`src/rtl/dbpl_pkg.sv`:
```
// Shared types and constants for the DSD bit-density peak level meter.
// No dependencies; used by the interfaces, controller, datapath and top level.
`default_nettype none

package dbpl_pkg;

   localparam int SAMPLE_W      = 16;
   localparam int DSD_W         = 8;
   localparam int POP_W         = 4;
   localparam int CSR_W         = 8;
   localparam logic [CSR_W-1:0] CSR_RESET = 8'd8;
   localparam int GROUP_LEN_MIN = 2;

   localparam int LEVEL_W = 15;
   localparam logic [LEVEL_W-1:0] LEVEL_MAX = 15'h7FFF;

   // quotient bits kept before saturation; the root of a 30-bit value fits the level
   localparam int QUO_W = 30;
   localparam int STEP_W = 5;

   // 65534^2 = 2^32 - 2^18 + 2^2
   localparam int SCALE_HI  = 32;
   localparam int SCALE_MID = 18;
   localparam int SCALE_LO  = 2;

   typedef struct packed {
      logic take;
      logic square;
      logic window;
      logic peak;
      logic lv_sel;
      logic lv_mul;
      logic lv_num;
      logic div_init;
      logic root_zero;
      logic root_sat;
      logic div_step;
      logic sqrt_step;
      logic out_load;
   } cmd_type;

   typedef struct packed {
      logic close;
      logic last;
      logic zero;
      logic sat;
   } status_type;

endpackage

`default_nettype wire

```
`src/rtl/dbpl_req_if.sv`:
```
// Request channel: one DoP frame word and its end-of-period mark.
// Depends on dbpl_pkg for field widths.
`default_nettype none

interface dbpl_req_if;
   logic                          valid;
   logic                          ready;
   logic [dbpl_pkg::SAMPLE_W-1:0] sample_word;
   logic                          last_of_period;

   modport source (output valid, output sample_word, output last_of_period, input ready);
   modport sink   (input valid, input sample_word, input last_of_period, output ready);
endinterface

`default_nettype wire

```
`src/rtl/dbpl_rsp_if.sv`:
```
// Response channel: the peak level of one period.
// Depends on dbpl_pkg for field widths.
`default_nettype none

interface dbpl_rsp_if;
   logic                         valid;
   logic                         ready;
   logic [dbpl_pkg::LEVEL_W-1:0] level;

   modport source (output valid, output level, input ready);
   modport sink   (input valid, input level, output ready);
endinterface

`default_nettype wire

```
`src/rtl/dsd_bit_density_peak_level.sv`:
```
// Top level of the DSD bit-density peak level meter.
// Depends on dbpl_pkg, dbpl_req_if, dbpl_rsp_if, dbpl_ctrl and dbpl_datapath.
//
// Usage:
//   req carries one DoP frame word per request; the low eight bits are counted.
//   Requests with last_of_period low give no response. A request with
//   last_of_period high closes the period and gives one response on rsp with
//   the peak sliding RMS level, then clears the period state.
//   csr_we / csr_wdata write group_len (frames per group); write only when idle.
// Frame sequence (a new frame is taken only in the idle state):
//   a frame passes the group state, and the window and peak states when it closes
//   a group (square, window update, peak compare run in turn on one datapath).
// Closing frame:
//   select, multiply, numerator and saturation states, the 30-step restoring
//   divider and the 15-step square root, then output; select skips to output
//   when no group completed, and the saturation state when the level saturates.
// Reset:
//   Synchronous, active high; clears the period state, sets group_len to 8.
// Stall:
//   The level sits in an output register; frames are still taken while it waits,
//   and a further level waits in the sequencer until the register frees.
`default_nettype none

module dsd_bit_density_peak_level #(
   parameter int WINDOW_GROUPS = 2,
   parameter int MAX_GROUP_LEN = 255
) (
   input  wire                          clock,
   input  wire                          reset,
   dbpl_req_if.sink                     req,
   dbpl_rsp_if.source                   rsp,
   input  wire                          csr_we,
   input  wire  [dbpl_pkg::CSR_W-1:0]   csr_wdata
);

   dbpl_pkg::cmd_type    cmd;
   dbpl_pkg::status_type st;

   dbpl_ctrl u_ctrl (
      .clock     (clock),
      .reset     (reset),
      .req_valid (req.valid),
      .req_ready (req.ready),
      .rsp_valid (rsp.valid),
      .rsp_ready (rsp.ready),
      .st        (st),
      .cmd       (cmd)
   );

   dbpl_datapath #(
      .WINDOW_GROUPS (WINDOW_GROUPS),
      .MAX_GROUP_LEN (MAX_GROUP_LEN)
   ) u_datapath (
      .clock          (clock),
      .reset          (reset),
      .csr_we         (csr_we),
      .csr_wdata      (csr_wdata),
      .sample_word    (req.sample_word),
      .last_of_period (req.last_of_period),
      .cmd            (cmd),
      .st             (st),
      .level          (rsp.level)
   );

endmodule

`default_nettype wire

```
`src/rtl/dbpl_ctrl.sv`:
```
// Sequencer for the level meter: steps the datapath through group close,
// window update and the divide / square-root back end. Depends on dbpl_pkg.
`default_nettype none

module dbpl_ctrl (
   input  wire                   clock,
   input  wire                   reset,
   input  wire                   req_valid,
   output logic                  req_ready,
   output logic                  rsp_valid,
   input  wire                   rsp_ready,
   input  dbpl_pkg::status_type  st,
   output dbpl_pkg::cmd_type     cmd
);

   typedef enum logic [3:0] {
      ST_IDLE,
      ST_GROUP,
      ST_WINDOW,
      ST_PEAK,
      ST_LV_SEL,
      ST_LV_MUL,
      ST_LV_NUM,
      ST_LV_SAT,
      ST_DIV,
      ST_SQRT,
      ST_OUT
   } state_type;

   state_type                     state_ff;
   logic [dbpl_pkg::STEP_W-1:0]   cnt_ff;
   logic                          rsp_valid_ff;

   assign req_ready = (state_ff == ST_IDLE);
   assign rsp_valid = rsp_valid_ff;

   always_comb begin
      cmd           = '0;
      cmd.take      = (state_ff == ST_IDLE) && req_valid;
      cmd.square    = (state_ff == ST_GROUP) && st.close;
      cmd.window    = (state_ff == ST_WINDOW);
      cmd.peak      = (state_ff == ST_PEAK);
      cmd.lv_sel    = (state_ff == ST_LV_SEL);
      cmd.root_zero = (state_ff == ST_LV_SEL) && st.zero;
      cmd.lv_mul    = (state_ff == ST_LV_MUL);
      cmd.lv_num    = (state_ff == ST_LV_NUM);
      cmd.div_init  = (state_ff == ST_LV_SAT);
      cmd.root_sat  = (state_ff == ST_LV_SAT) && st.sat;
      cmd.div_step  = (state_ff == ST_DIV);
      cmd.sqrt_step = (state_ff == ST_SQRT);
      cmd.out_load  = (state_ff == ST_OUT) && (!rsp_valid_ff || rsp_ready);
   end

   always_ff @(posedge clock) begin
      if (reset) begin
         state_ff     <= ST_IDLE;
         cnt_ff       <= '0;
         rsp_valid_ff <= 1'b0;
      end else begin
         if (cmd.out_load) begin
            rsp_valid_ff <= 1'b1;
         end else if (rsp_ready) begin
            rsp_valid_ff <= 1'b0;
         end
         case (state_ff)
            ST_IDLE: begin
               if (req_valid) begin
                  state_ff <= ST_GROUP;
               end
            end
            ST_GROUP: begin
               if (st.close) begin
                  state_ff <= ST_WINDOW;
               end else if (st.last) begin
                  state_ff <= ST_LV_SEL;
               end else begin
                  state_ff <= ST_IDLE;
               end
            end
            ST_WINDOW: begin
               state_ff <= ST_PEAK;
            end
            ST_PEAK: begin
               state_ff <= st.last ? ST_LV_SEL : ST_IDLE;
            end
            ST_LV_SEL: begin
               state_ff <= st.zero ? ST_OUT : ST_LV_MUL;
            end
            ST_LV_MUL: begin
               state_ff <= ST_LV_NUM;
            end
            ST_LV_NUM: begin
               state_ff <= ST_LV_SAT;
            end
            ST_LV_SAT: begin
               cnt_ff   <= '0;
               state_ff <= st.sat ? ST_OUT : ST_DIV;
            end
            ST_DIV: begin
               if (cnt_ff == dbpl_pkg::STEP_W'(dbpl_pkg::QUO_W - 1)) begin
                  cnt_ff   <= '0;
                  state_ff <= ST_SQRT;
               end else begin
                  cnt_ff <= cnt_ff + 1'b1;
               end
            end
            ST_SQRT: begin
               if (cnt_ff == dbpl_pkg::STEP_W'(dbpl_pkg::LEVEL_W - 1)) begin
                  state_ff <= ST_OUT;
               end else begin
                  cnt_ff <= cnt_ff + 1'b1;
               end
            end
            ST_OUT: begin
               if (!rsp_valid_ff || rsp_ready) begin
                  state_ff <= ST_IDLE;
               end
            end
            default: begin
               state_ff <= ST_IDLE;
            end
         endcase
      end
   end

   a_rsp_from_out: assert property (@(posedge clock) disable iff (reset)
      $rose(rsp_valid_ff) |-> $past(state_ff == ST_OUT))
      else $error("response raised outside the output state");

   a_div_count: assert property (@(posedge clock) disable iff (reset)
      (state_ff == ST_DIV) |-> (cnt_ff < dbpl_pkg::STEP_W'(dbpl_pkg::QUO_W)))
      else $error("divide step count overran");

   a_rsp_hold: assert property (@(posedge clock) disable iff (reset)
      rsp_valid_ff && !rsp_ready |=> rsp_valid_ff)
      else $error("response dropped while stalled");

endmodule

`default_nettype wire

```
`src/rtl/dbpl_datapath.sv`:
```
// Datapath for the level meter: ones counting, group squares, sliding window
// sum and peak, then a restoring divider and digit-by-digit square root.
// Depends on dbpl_pkg; driven by dbpl_ctrl through cmd_type.
`default_nettype none

module dbpl_datapath #(
   parameter int WINDOW_GROUPS = 2,
   parameter int MAX_GROUP_LEN = 255
) (
   input  wire                                clock,
   input  wire                                reset,
   input  wire                                csr_we,
   input  wire  [dbpl_pkg::CSR_W-1:0]         csr_wdata,
   input  wire  [dbpl_pkg::SAMPLE_W-1:0]      sample_word,
   input  wire                                last_of_period,
   input  dbpl_pkg::cmd_type                  cmd,
   output dbpl_pkg::status_type               st,
   output logic [dbpl_pkg::LEVEL_W-1:0]       level
);

   localparam int LEN_W  = $clog2(MAX_GROUP_LEN + 1);
   localparam int CMP_W  = (LEN_W > dbpl_pkg::CSR_W) ? LEN_W : dbpl_pkg::CSR_W;
   localparam int H_W    = LEN_W + 2;
   localparam int CNT_W  = LEN_W + 3;
   localparam int SQ_W   = 2 * CNT_W;
   localparam int SUM_W  = SQ_W + $clog2(WINDOW_GROUPS);
   localparam int SLOT_W = (WINDOW_GROUPS > 1) ? $clog2(WINDOW_GROUPS) : 1;
   localparam int GD_W   = $clog2(WINDOW_GROUPS + 1);
   localparam int HH_W   = 2 * H_W;
   localparam int DEN_W  = HH_W + GD_W;
   localparam int NUM_W  = SUM_W + dbpl_pkg::SCALE_HI + 1;
   localparam int DSH_W  = DEN_W + dbpl_pkg::QUO_W - 1;
   localparam int DIV_W  = (NUM_W > DSH_W) ? NUM_W : DSH_W;
   localparam int SAT_W  = (NUM_W > DEN_W + dbpl_pkg::QUO_W) ? NUM_W
                                                             : DEN_W + dbpl_pkg::QUO_W;
   localparam int RW     = dbpl_pkg::QUO_W;

   logic [dbpl_pkg::CSR_W-1:0] gl_ff;
   logic [LEN_W-1:0]           len_ff;
   logic                       last_ff;
   logic [CNT_W-1:0]           ones_ff;
   logic [LEN_W-1:0]           frame_ff;
   logic [SQ_W-1:0]            sq_ff;
   logic [SQ_W-1:0]            ring_ff [WINDOW_GROUPS];
   logic [SUM_W-1:0]           sum_ff;
   logic [SUM_W-1:0]           peak_ff;
   logic [GD_W-1:0]            gd_ff;
   logic [SLOT_W-1:0]          slot_ff;
   logic [SUM_W-1:0]           s_ff;
   logic [GD_W-1:0]            k_ff;
   logic [HH_W-1:0]            hh_ff;
   logic [NUM_W-1:0]           num_ff;
   logic [DEN_W-1:0]           den_ff;
   logic [NUM_W-1:0]           rem_ff;
   logic [DSH_W-1:0]           dsh_ff;
   logic [dbpl_pkg::QUO_W-1:0] q_ff;
   logic [RW-1:0]              r_ff;
   logic [RW-1:0]              bit_ff;
   logic [dbpl_pkg::LEVEL_W-1:0] level_ff;

   logic [CMP_W-1:0]          gl_x;
   logic [LEN_W-1:0]          len_in;
   logic [dbpl_pkg::POP_W-1:0] pop;
   logic [CNT_W-1:0]          ones_in;
   logic [CNT_W-1:0]          h_x;
   logic [CNT_W-1:0]          diff;
   logic [SQ_W-1:0]           sq_in;
   logic [SUM_W-1:0]          sum_in;
   logic [SLOT_W-1:0]         slot_in;
   logic [GD_W-1:0]           gd_in;
   logic [H_W-1:0]            h;
   logic [DIV_W-1:0]          rem_x;
   logic [DIV_W-1:0]          dsh_x;
   logic                      fits;
   logic [RW-1:0]             trial;

   always_comb begin
      gl_x = CMP_W'(gl_ff);
      if (gl_x < CMP_W'(dbpl_pkg::GROUP_LEN_MIN)) begin
         len_in = LEN_W'(dbpl_pkg::GROUP_LEN_MIN);
      end else if (gl_x > CMP_W'(MAX_GROUP_LEN)) begin
         len_in = LEN_W'(MAX_GROUP_LEN);
      end else begin
         len_in = LEN_W'(gl_x);
      end
   end

   always_comb begin
      pop = '0;
      for (int i = 0; i < dbpl_pkg::DSD_W; i++) begin
         pop = pop + dbpl_pkg::POP_W'(sample_word[i]);
      end
   end

   assign ones_in = ones_ff + CNT_W'(pop);
   assign h       = {len_ff, 2'b00};
   assign h_x     = CNT_W'(h);
   assign diff    = (ones_ff >= h_x) ? (ones_ff - h_x) : (h_x - ones_ff);
   assign sq_in   = SQ_W'(diff) * SQ_W'(diff);
   assign sum_in  = sum_ff - SUM_W'(ring_ff[slot_ff]) + SUM_W'(sq_ff);
   assign slot_in = (slot_ff == SLOT_W'(WINDOW_GROUPS - 1)) ? '0 : slot_ff + 1'b1;
   assign gd_in   = (gd_ff == GD_W'(WINDOW_GROUPS)) ? gd_ff : gd_ff + 1'b1;

   assign rem_x = DIV_W'(rem_ff);
   assign dsh_x = DIV_W'(dsh_ff);
   assign fits  = (rem_x >= dsh_x);
   assign trial = r_ff + bit_ff;

   assign st.close = (frame_ff >= len_ff);
   assign st.last  = last_ff;
   assign st.zero  = (gd_ff == '0);
   assign st.sat   = (SAT_W'(num_ff) >= (SAT_W'(den_ff) << dbpl_pkg::QUO_W));

   assign level = level_ff;

   // period state and the group length register
   always_ff @(posedge clock) begin
      if (reset) begin
         gl_ff    <= dbpl_pkg::CSR_RESET;
         ones_ff  <= '0;
         frame_ff <= '0;
         sum_ff   <= '0;
         peak_ff  <= '0;
         gd_ff    <= '0;
         slot_ff  <= '0;
         for (int i = 0; i < WINDOW_GROUPS; i++) begin
            ring_ff[i] <= '0;
         end
      end else begin
         if (csr_we) begin
            gl_ff <= csr_wdata;
         end
         if (cmd.take) begin
            ones_ff  <= ones_in;
            frame_ff <= frame_ff + 1'b1;
         end
         if (cmd.square) begin
            ones_ff  <= '0;
            frame_ff <= '0;
         end
         if (cmd.window) begin
            sum_ff           <= sum_in;
            ring_ff[slot_ff] <= sq_ff;
            slot_ff          <= slot_in;
            gd_ff            <= gd_in;
         end
         if (cmd.peak && (gd_ff == GD_W'(WINDOW_GROUPS)) && (sum_ff > peak_ff)) begin
            peak_ff <= sum_ff;
         end
         if (cmd.out_load) begin
            ones_ff  <= '0;
            frame_ff <= '0;
            sum_ff   <= '0;
            peak_ff  <= '0;
            gd_ff    <= '0;
            slot_ff  <= '0;
            for (int i = 0; i < WINDOW_GROUPS; i++) begin
               ring_ff[i] <= '0;
            end
         end
      end
   end

   // frame and square capture, and the level back end
   always_ff @(posedge clock) begin
      if (cmd.take) begin
         last_ff <= last_of_period;
         len_ff  <= len_in;
      end
      if (cmd.square) begin
         sq_ff <= sq_in;
      end
      if (cmd.lv_sel) begin
         if (gd_ff < GD_W'(WINDOW_GROUPS)) begin
            s_ff <= sum_ff;
            k_ff <= gd_ff;
         end else begin
            s_ff <= peak_ff;
            k_ff <= GD_W'(WINDOW_GROUPS);
         end
         hh_ff <= HH_W'(h) * HH_W'(h);
      end
      if (cmd.lv_mul) begin
         num_ff <= (NUM_W'(s_ff) << dbpl_pkg::SCALE_HI) + (NUM_W'(s_ff) << dbpl_pkg::SCALE_LO);
         den_ff <= DEN_W'(k_ff) * DEN_W'(hh_ff);
      end
      if (cmd.lv_num) begin
         num_ff <= num_ff - (NUM_W'(s_ff) << dbpl_pkg::SCALE_MID);
      end
      if (cmd.div_init) begin
         rem_ff <= num_ff;
         dsh_ff <= DSH_W'(den_ff) << (dbpl_pkg::QUO_W - 1);
         q_ff   <= '0;
         r_ff   <= cmd.root_sat ? RW'(dbpl_pkg::LEVEL_MAX) : '0;
         bit_ff <= RW'(1) << (2 * (dbpl_pkg::LEVEL_W - 1));
      end
      if (cmd.root_zero) begin
         r_ff <= '0;
      end
      if (cmd.div_step) begin
         if (fits) begin
            rem_ff <= NUM_W'(rem_x - dsh_x);
         end
         q_ff   <= {q_ff[dbpl_pkg::QUO_W-2:0], fits};
         dsh_ff <= dsh_ff >> 1;
      end
      if (cmd.sqrt_step) begin
         if (q_ff >= trial) begin
            q_ff <= q_ff - trial;
            r_ff <= (r_ff >> 1) + bit_ff;
         end else begin
            r_ff <= r_ff >> 1;
         end
         bit_ff <= bit_ff >> 2;
      end
      if (cmd.out_load) begin
         level_ff <= r_ff[dbpl_pkg::LEVEL_W-1:0];
      end
   end

   a_groups_bound: assert property (@(posedge clock) disable iff (reset)
      gd_ff <= GD_W'(WINDOW_GROUPS))
      else $error("completed group count past window size");

   a_peak_holds: assert property (@(posedge clock) disable iff (reset)
      cmd.peak && (gd_ff == GD_W'(WINDOW_GROUPS)) |=> (peak_ff >= sum_ff))
      else $error("peak below full window sum");

   a_root_fits: assert property (@(posedge clock) disable iff (reset)
      cmd.out_load |-> (r_ff[RW-1:dbpl_pkg::LEVEL_W] == '0))
      else $error("root wider than level");

endmodule

`default_nettype wire

```
`src/flat_wrapper.sv`:
```
// flat-port wrapper written by rule: the top's interface ports become plain ports
module dsd_bit_density_peak_level_flat 
#(
   parameter int WINDOW_GROUPS = 2,
   parameter int MAX_GROUP_LEN = 255
)
  (clock, reset, csr_we, csr_wdata, req_valid, req_sample_word, req_last_of_period, req_ready, rsp_valid, rsp_level, rsp_ready);
  dbpl_req_if req_i ();
  dbpl_rsp_if rsp_i ();
  input  wire clock;
  input  wire reset;
  input  wire csr_we;
  input  wire  [dbpl_pkg::CSR_W-1:0] csr_wdata;
  input wire logic [$bits(req_i.valid)-1:0] req_valid;
  input wire logic [$bits(req_i.sample_word)-1:0] req_sample_word;
  input wire logic [$bits(req_i.last_of_period)-1:0] req_last_of_period;
  output wire logic [$bits(req_i.ready)-1:0] req_ready;
  output wire logic [$bits(rsp_i.valid)-1:0] rsp_valid;
  output wire logic [$bits(rsp_i.level)-1:0] rsp_level;
  input wire logic [$bits(rsp_i.ready)-1:0] rsp_ready;
  assign req_i.valid = req_valid;
  assign req_i.sample_word = req_sample_word;
  assign req_i.last_of_period = req_last_of_period;
  assign req_ready = req_i.ready;
  assign rsp_valid = rsp_i.valid;
  assign rsp_level = rsp_i.level;
  assign rsp_i.ready = rsp_ready;
  dsd_bit_density_peak_level #(.WINDOW_GROUPS(WINDOW_GROUPS), .MAX_GROUP_LEN(MAX_GROUP_LEN)) u_core (.clock(clock), .reset(reset), .req(req_i), .rsp(rsp_i), .csr_we(csr_we), .csr_wdata(csr_wdata));
endmodule
```
`config.mk`:
```
export PLATFORM = sky130hd
export DESIGN_NAME = dsd_bit_density_peak_level_flat
export DESIGN_NICKNAME = d
export VERILOG_FILES = /design/src/rtl/dbpl_pkg.sv /design/src/rtl/dbpl_req_if.sv /design/src/rtl/dbpl_rsp_if.sv /design/src/rtl/dsd_bit_density_peak_level.sv /design/src/rtl/dbpl_ctrl.sv /design/src/rtl/dbpl_datapath.sv /design/src/flat_wrapper.sv
export SDC_FILE = /design/constraint.sdc
export NUM_CORES = 2
export LEC_CHECK = 0
export BUFFER_PORTS_ARGS = -buffer_cell sky130_fd_sc_hd__buf_2
export CORE_AREA = 5 5 300 302
export CTS_BUF_LIST = sky130_fd_sc_hd__clkbuf_8
export CTS_CLUSTER_DIAMETER = 100
export DETAILED_ROUTE_END_ITERATION = 8
export DIE_AREA = 0 0 305 307
export PLACE_DENSITY = 0.64
export SYNTH_ARGS = -nofsm -noshare
export SYNTH_HDL_FRONTEND = slang
export SYNTH_SLANG_ARGS = --single-unit
```
`constraint.sdc`:
```
create_clock -name clock -period 7.4 [get_ports clock]
set_input_delay 1.11 -clock clock [delete_from_list [all_inputs] [get_ports clock]]
set_output_delay 1.11 -clock clock [all_outputs]
set_load 0.05 [all_outputs]
```
==> implementation parameters <==
Parameter                              Value

Place
  Count of buffers inserted at the top-level ports ... 38
  Final weighted congestion of routability-driven global placement ... 0.887
  Total instance count after detailed placement ... between 4k and 5k
  Worst setup timing slack at the placement stage ... -161 ps
  Final HPWL from detailed placement ... 62.2 mm

Yosys
  Number of synthesized flops with an enable pin ... 293
  Net count after synthesis ... 4,214
  #FFs+latches synth ... around 470
  Yosys cell types ... 83
  Post-Synthesis Mean Instance Area ... 9.23 µm²
  Area share of the largest cell type after synthesis ... 25.6%
  Top_reg_cell synth ... sky130_fd_sc_hd__edfxtp_1
  Post-synthesis async set-or-reset flop share ... 0%
  Proportion of synthesized chip area in sequential cells ... between 30% and 40%
  Main area contributors after synthesis ... sky130_fd_sc_hd__edfxtp_1 26%, sky130_fd_sc_hd__ha_1 12%, sky130_fd_sc_hd__dfxtp_1 10%
  Number of instances in the synthesized netlist ... between 3k and 4k
  Post-synth design cell area ... approximately 34,000 µm²
  Total number of yosys warnings ... 0
  Dominant cell type by area after synthesis ... sky130_fd_sc_hd__edfxtp_1

Setup path
  Worst Setup EP ... u_core.u_datapath.sq_ff[20]$_DFFE_PP_
  Highest-delay cell along the critical path ... sky130_fd_sc_hd__fa_2
  Worst setup path startpoint ... u_core.u_datapath.len_ff[1]$_SDFFCE_PP1P_
  Required time at the worst-slack endpoint ... 7830 ps
  FF-to-FF path depth ... 32
  Critical Path Sink Type ... flop
  Maximum fanout along the worst path ... 6
  Critical path's largest stage delay ... 600 ps
  Reg2reg end ... u_core.u_datapath.sq_ff[20]$_DFFE_PP_
  Startpoint type of the worst setup path ... flop
  Register-to-register path setup slack ... -30 ps
  Arrival time at the worst endpoint ... between 7000 and 8000 ps
  Critical path class ... reg2reg
  Most common cell type on the critical path ... sky130_fd_sc_hd__fa_1
  Crit Reg-Reg Startpoint ... u_core.u_datapath.len_ff[1]$_SDFFCE_PP1P_

Timing
  Relative slew slack ... 22.6%
  RSZ-0062 raised after global routing ... yes
  Hold Violations, Final ... 0
  Final Slew Violations ... 0
  Crit path time final ... 7430 ps
  Clock Skews ... 30.6 ps
  Maximum frequency from static timing analysis ... between 100 and 150 MHz
  Ratio of final minimum period to clock period ... 100%
  Worst-case setup margin in the final layout ... -25.2 ps
  Count of endpoints failing setup in the final report ... 1
  Setup Total Neg Slack ... -25.2 ps
  Fin Hold WS ... about 460 ps
  Transition time at the pin with the least slew margin ... 1160 ps

Drt
  Iteration count of the initial detailed-routing pass ... 5
  Drc violations ... 0
  Via total after detailed routing ... 26.5k
  Count of nets left with antenna violations after detail routing ... 0
  Per-cell routed wire length ... between 15 and 20 µm
  Final Routed Wirelength ... 83.1 mm
  Via density per instance ... 5.23
  Starting DRC count in detailed routing ... 1,967

Hold path
  Start point of the worst min-delay path ... u_core.u_datapath.rem_ff[0]$_DFF_P_
  Worst hold path type ... reg2reg

Outcome
  Violated checks ... setup timing
  Result of the run ... finished, violations left

Layout
  Number of fill cells in the layout ... 8,436
  Total area of multi-input combinational cells ... about 20,000 µm²
  Post-layout instance count excluding filler cells ... a little over 5k
  Share of cells above drive strength 1 ... 10.5%
  Area occupied by registers ... 12,300 µm²
  Layout overhead on the synthesized area ... 12.1%
  Most frequent standard cell in the layout excluding fill and tap cells ... sky130_fd_sc_hd__inv_1
  NumNets Final ... 4,316
  Most frequent cells in the layout ... 423 x sky130_fd_sc_hd__inv_1, 326 x sky130_fd_sc_hd__nand2_1, 326 x sky130_fd_sc_hd__ha_1

Run
  Number of maximum-capacitance violations ... 0

Global routing
  Via count of the first global-routing pass ... about 26k
  First-pass GRT wire length ... 135 mm
  Maximum number of pins on one net before global-route repair ... 73
  Total routing usage reported by global routing ... 17.4%
  Global route overflow ... 0
  Antenna violations before repair ... 1

Clocking
  Clock latency on the worst-skew pair ... around 700 ps
  TritonCTS Buffers ... 82
  Hold-fix buffers at CTS ... 0
  Clock Sinks ... approximately 470
  Clock-pin slew reported for the worst setup and hold paths after clock tree synthesis ... 60 ps
  TritonCTS clock tree ... done
  Number of H-tree levels ... 3
  Clock Tree Buf Depth ... 3
  Root buffer cell ... sky130_fd_sc_hd__clkbuf_8

Floorplan
  Total Die Area ... 93,600 µm²
  Height of the die ... ~300 µm
  Number of top-level design ports ... 47
  Width of the chip ... 305 µm
  Floorplan row count ... 109
  Initial core utilization ... 39.4%
  Core region area ... 87,400 µm²
[layout make-up]
class / count / share of cell area, %
antenna: 1 / 0.00648
timing repair buffer: 158 / 2.88
inverter: 413 / 4.03
clock buffer: 89 / 3.17
sequential: 468 / 31.9
tap: 1165 / 3.78
multi-input combinational: 2710 / 53.0
clock inverter: 64 / 1.30
[stage by stage]
step | util, % | instance area, µm²
finish | 44.2 | 38600
global route | 44.2 | 38600
global placement | 41.8 | 36600
floorplan | - | 34600
CTS | 43.9 | 38400
detailed placement | 41.8 | 36600
[registers in the layout, indices dropped and copies added, names as in the netlist, 18 cells and up, named ones only]
signal                     flops
u_core.u_datapath.sq_ff       21
u_core.u_datapath.rem_ff      56
u_core.u_datapath.r_ff        30
u_core.u_datapath.ring_ff     42
u_core.u_datapath.s_ff        23
u_core.u_datapath.num_ff      54
u_core.u_datapath.dsh_ff      51
u_core.u_datapath.den_ff      18
u_core.u_datapath.sum_ff      23
u_core.u_datapath.peak_ff     23
u_core.u_datapath.q_ff        30
[cells in the mapped netlist, types with 37 or more instances]
cell type                  instances
sky130_fd_sc_hd__nand2_1         329
sky130_fd_sc_hd__nor2_1          317
sky130_fd_sc_hd__fa_1            119
sky130_fd_sc_hd__clkbuf_1        122
sky130_fd_sc_hd__nand2b_1         37
sky130_fd_sc_hd__a21o_1          106
sky130_fd_sc_hd__and2_1           72
sky130_fd_sc_hd__a31oi_1          39
sky130_fd_sc_hd__nor2b_1          40
sky130_fd_sc_hd__ha_1            334
sky130_fd_sc_hd__dfxtp_1         175
sky130_fd_sc_hd__mux2i_1          55
sky130_fd_sc_hd__xor2_1           99
sky130_fd_sc_hd__a21oi_1         234
sky130_fd_sc_hd__xnor2_1         151
sky130_fd_sc_hd__nor3_1           68
sky130_fd_sc_hd__edfxtp_1        293
sky130_fd_sc_hd__o21ai_0         211
sky130_fd_sc_hd__nand3_1          73
sky130_fd_sc_hd__inv_1           409
[worst min path at each step]
stage | cells after the start | to
final | 2 | u_core.u_datapath.rem_ff[0]$_DFF_P_
after global routing | 2 | u_core.u_datapath.rem_ff[0]$_DFF_P_
after CTS | 2 | u_core.u_datapath.rem_ff[0]$_DFF_P_
after detailed placement | 2 | u_core.u_datapath.rem_ff[0]$_DFF_P_
after global placement | 2 | u_core.u_datapath.rem_ff[0]$_DFF_P_
after floorplan | 0 | u_core.u_datapath.level[0]$_DFFE_PP_
[layer usage]
layer	global-route usage, %	part of all wire (%)	vias up
met5	0	0	-
met4	6.01	3.5	0
met3	2.62	4.2	149
met2	27.5	44	535
met1	24.5	48	12600
li1	-	-	13200
[worst max-delay path: cells and delay by family, from the launching register on]
family                     cells  cell delay [ps]
xor gates and xnor gates       2              290
adders and majority gates      7             3100
AOI/OAI and AO/OA             12             2110
and+or+nand+nor                4              490
muxes                          1              320
DFF                            1              390
buffers and inverters          6              460
[what timing repair did]
| item | 4_1_cts | 5_1_grt |
|---|---|---|
| setup endpoints to repair | 3 | 9 |
| setup buffers | 2 | 10 |
| cloned | 0 | 0 |
| gates resized for setup | 10 | 42 |
| pin swaps | 11 | 39 |
[logic make-up (layout without fill, tap and decap cells)]
family                   after synthesis  in the layout  synth area share (%)
flip-flops                           468            468                  35.7
XOR/XNOR                             250            250                  6.36
AND/OR/NAND/NOR                     1074           1074                  14.5
multiplexers                          84             84                  2.55
AO/OA/AOI/OAI                        849            849                  15.7
adder cells (fa/ha/maj)              453            453                  19.1
buffers and inverters                553            724                  6.11
other                                  0              1                     0
Power is left out: the tool's default activity adds up to more than one toggle a clock period on the data nets, which glitch-free logic cannot reach.
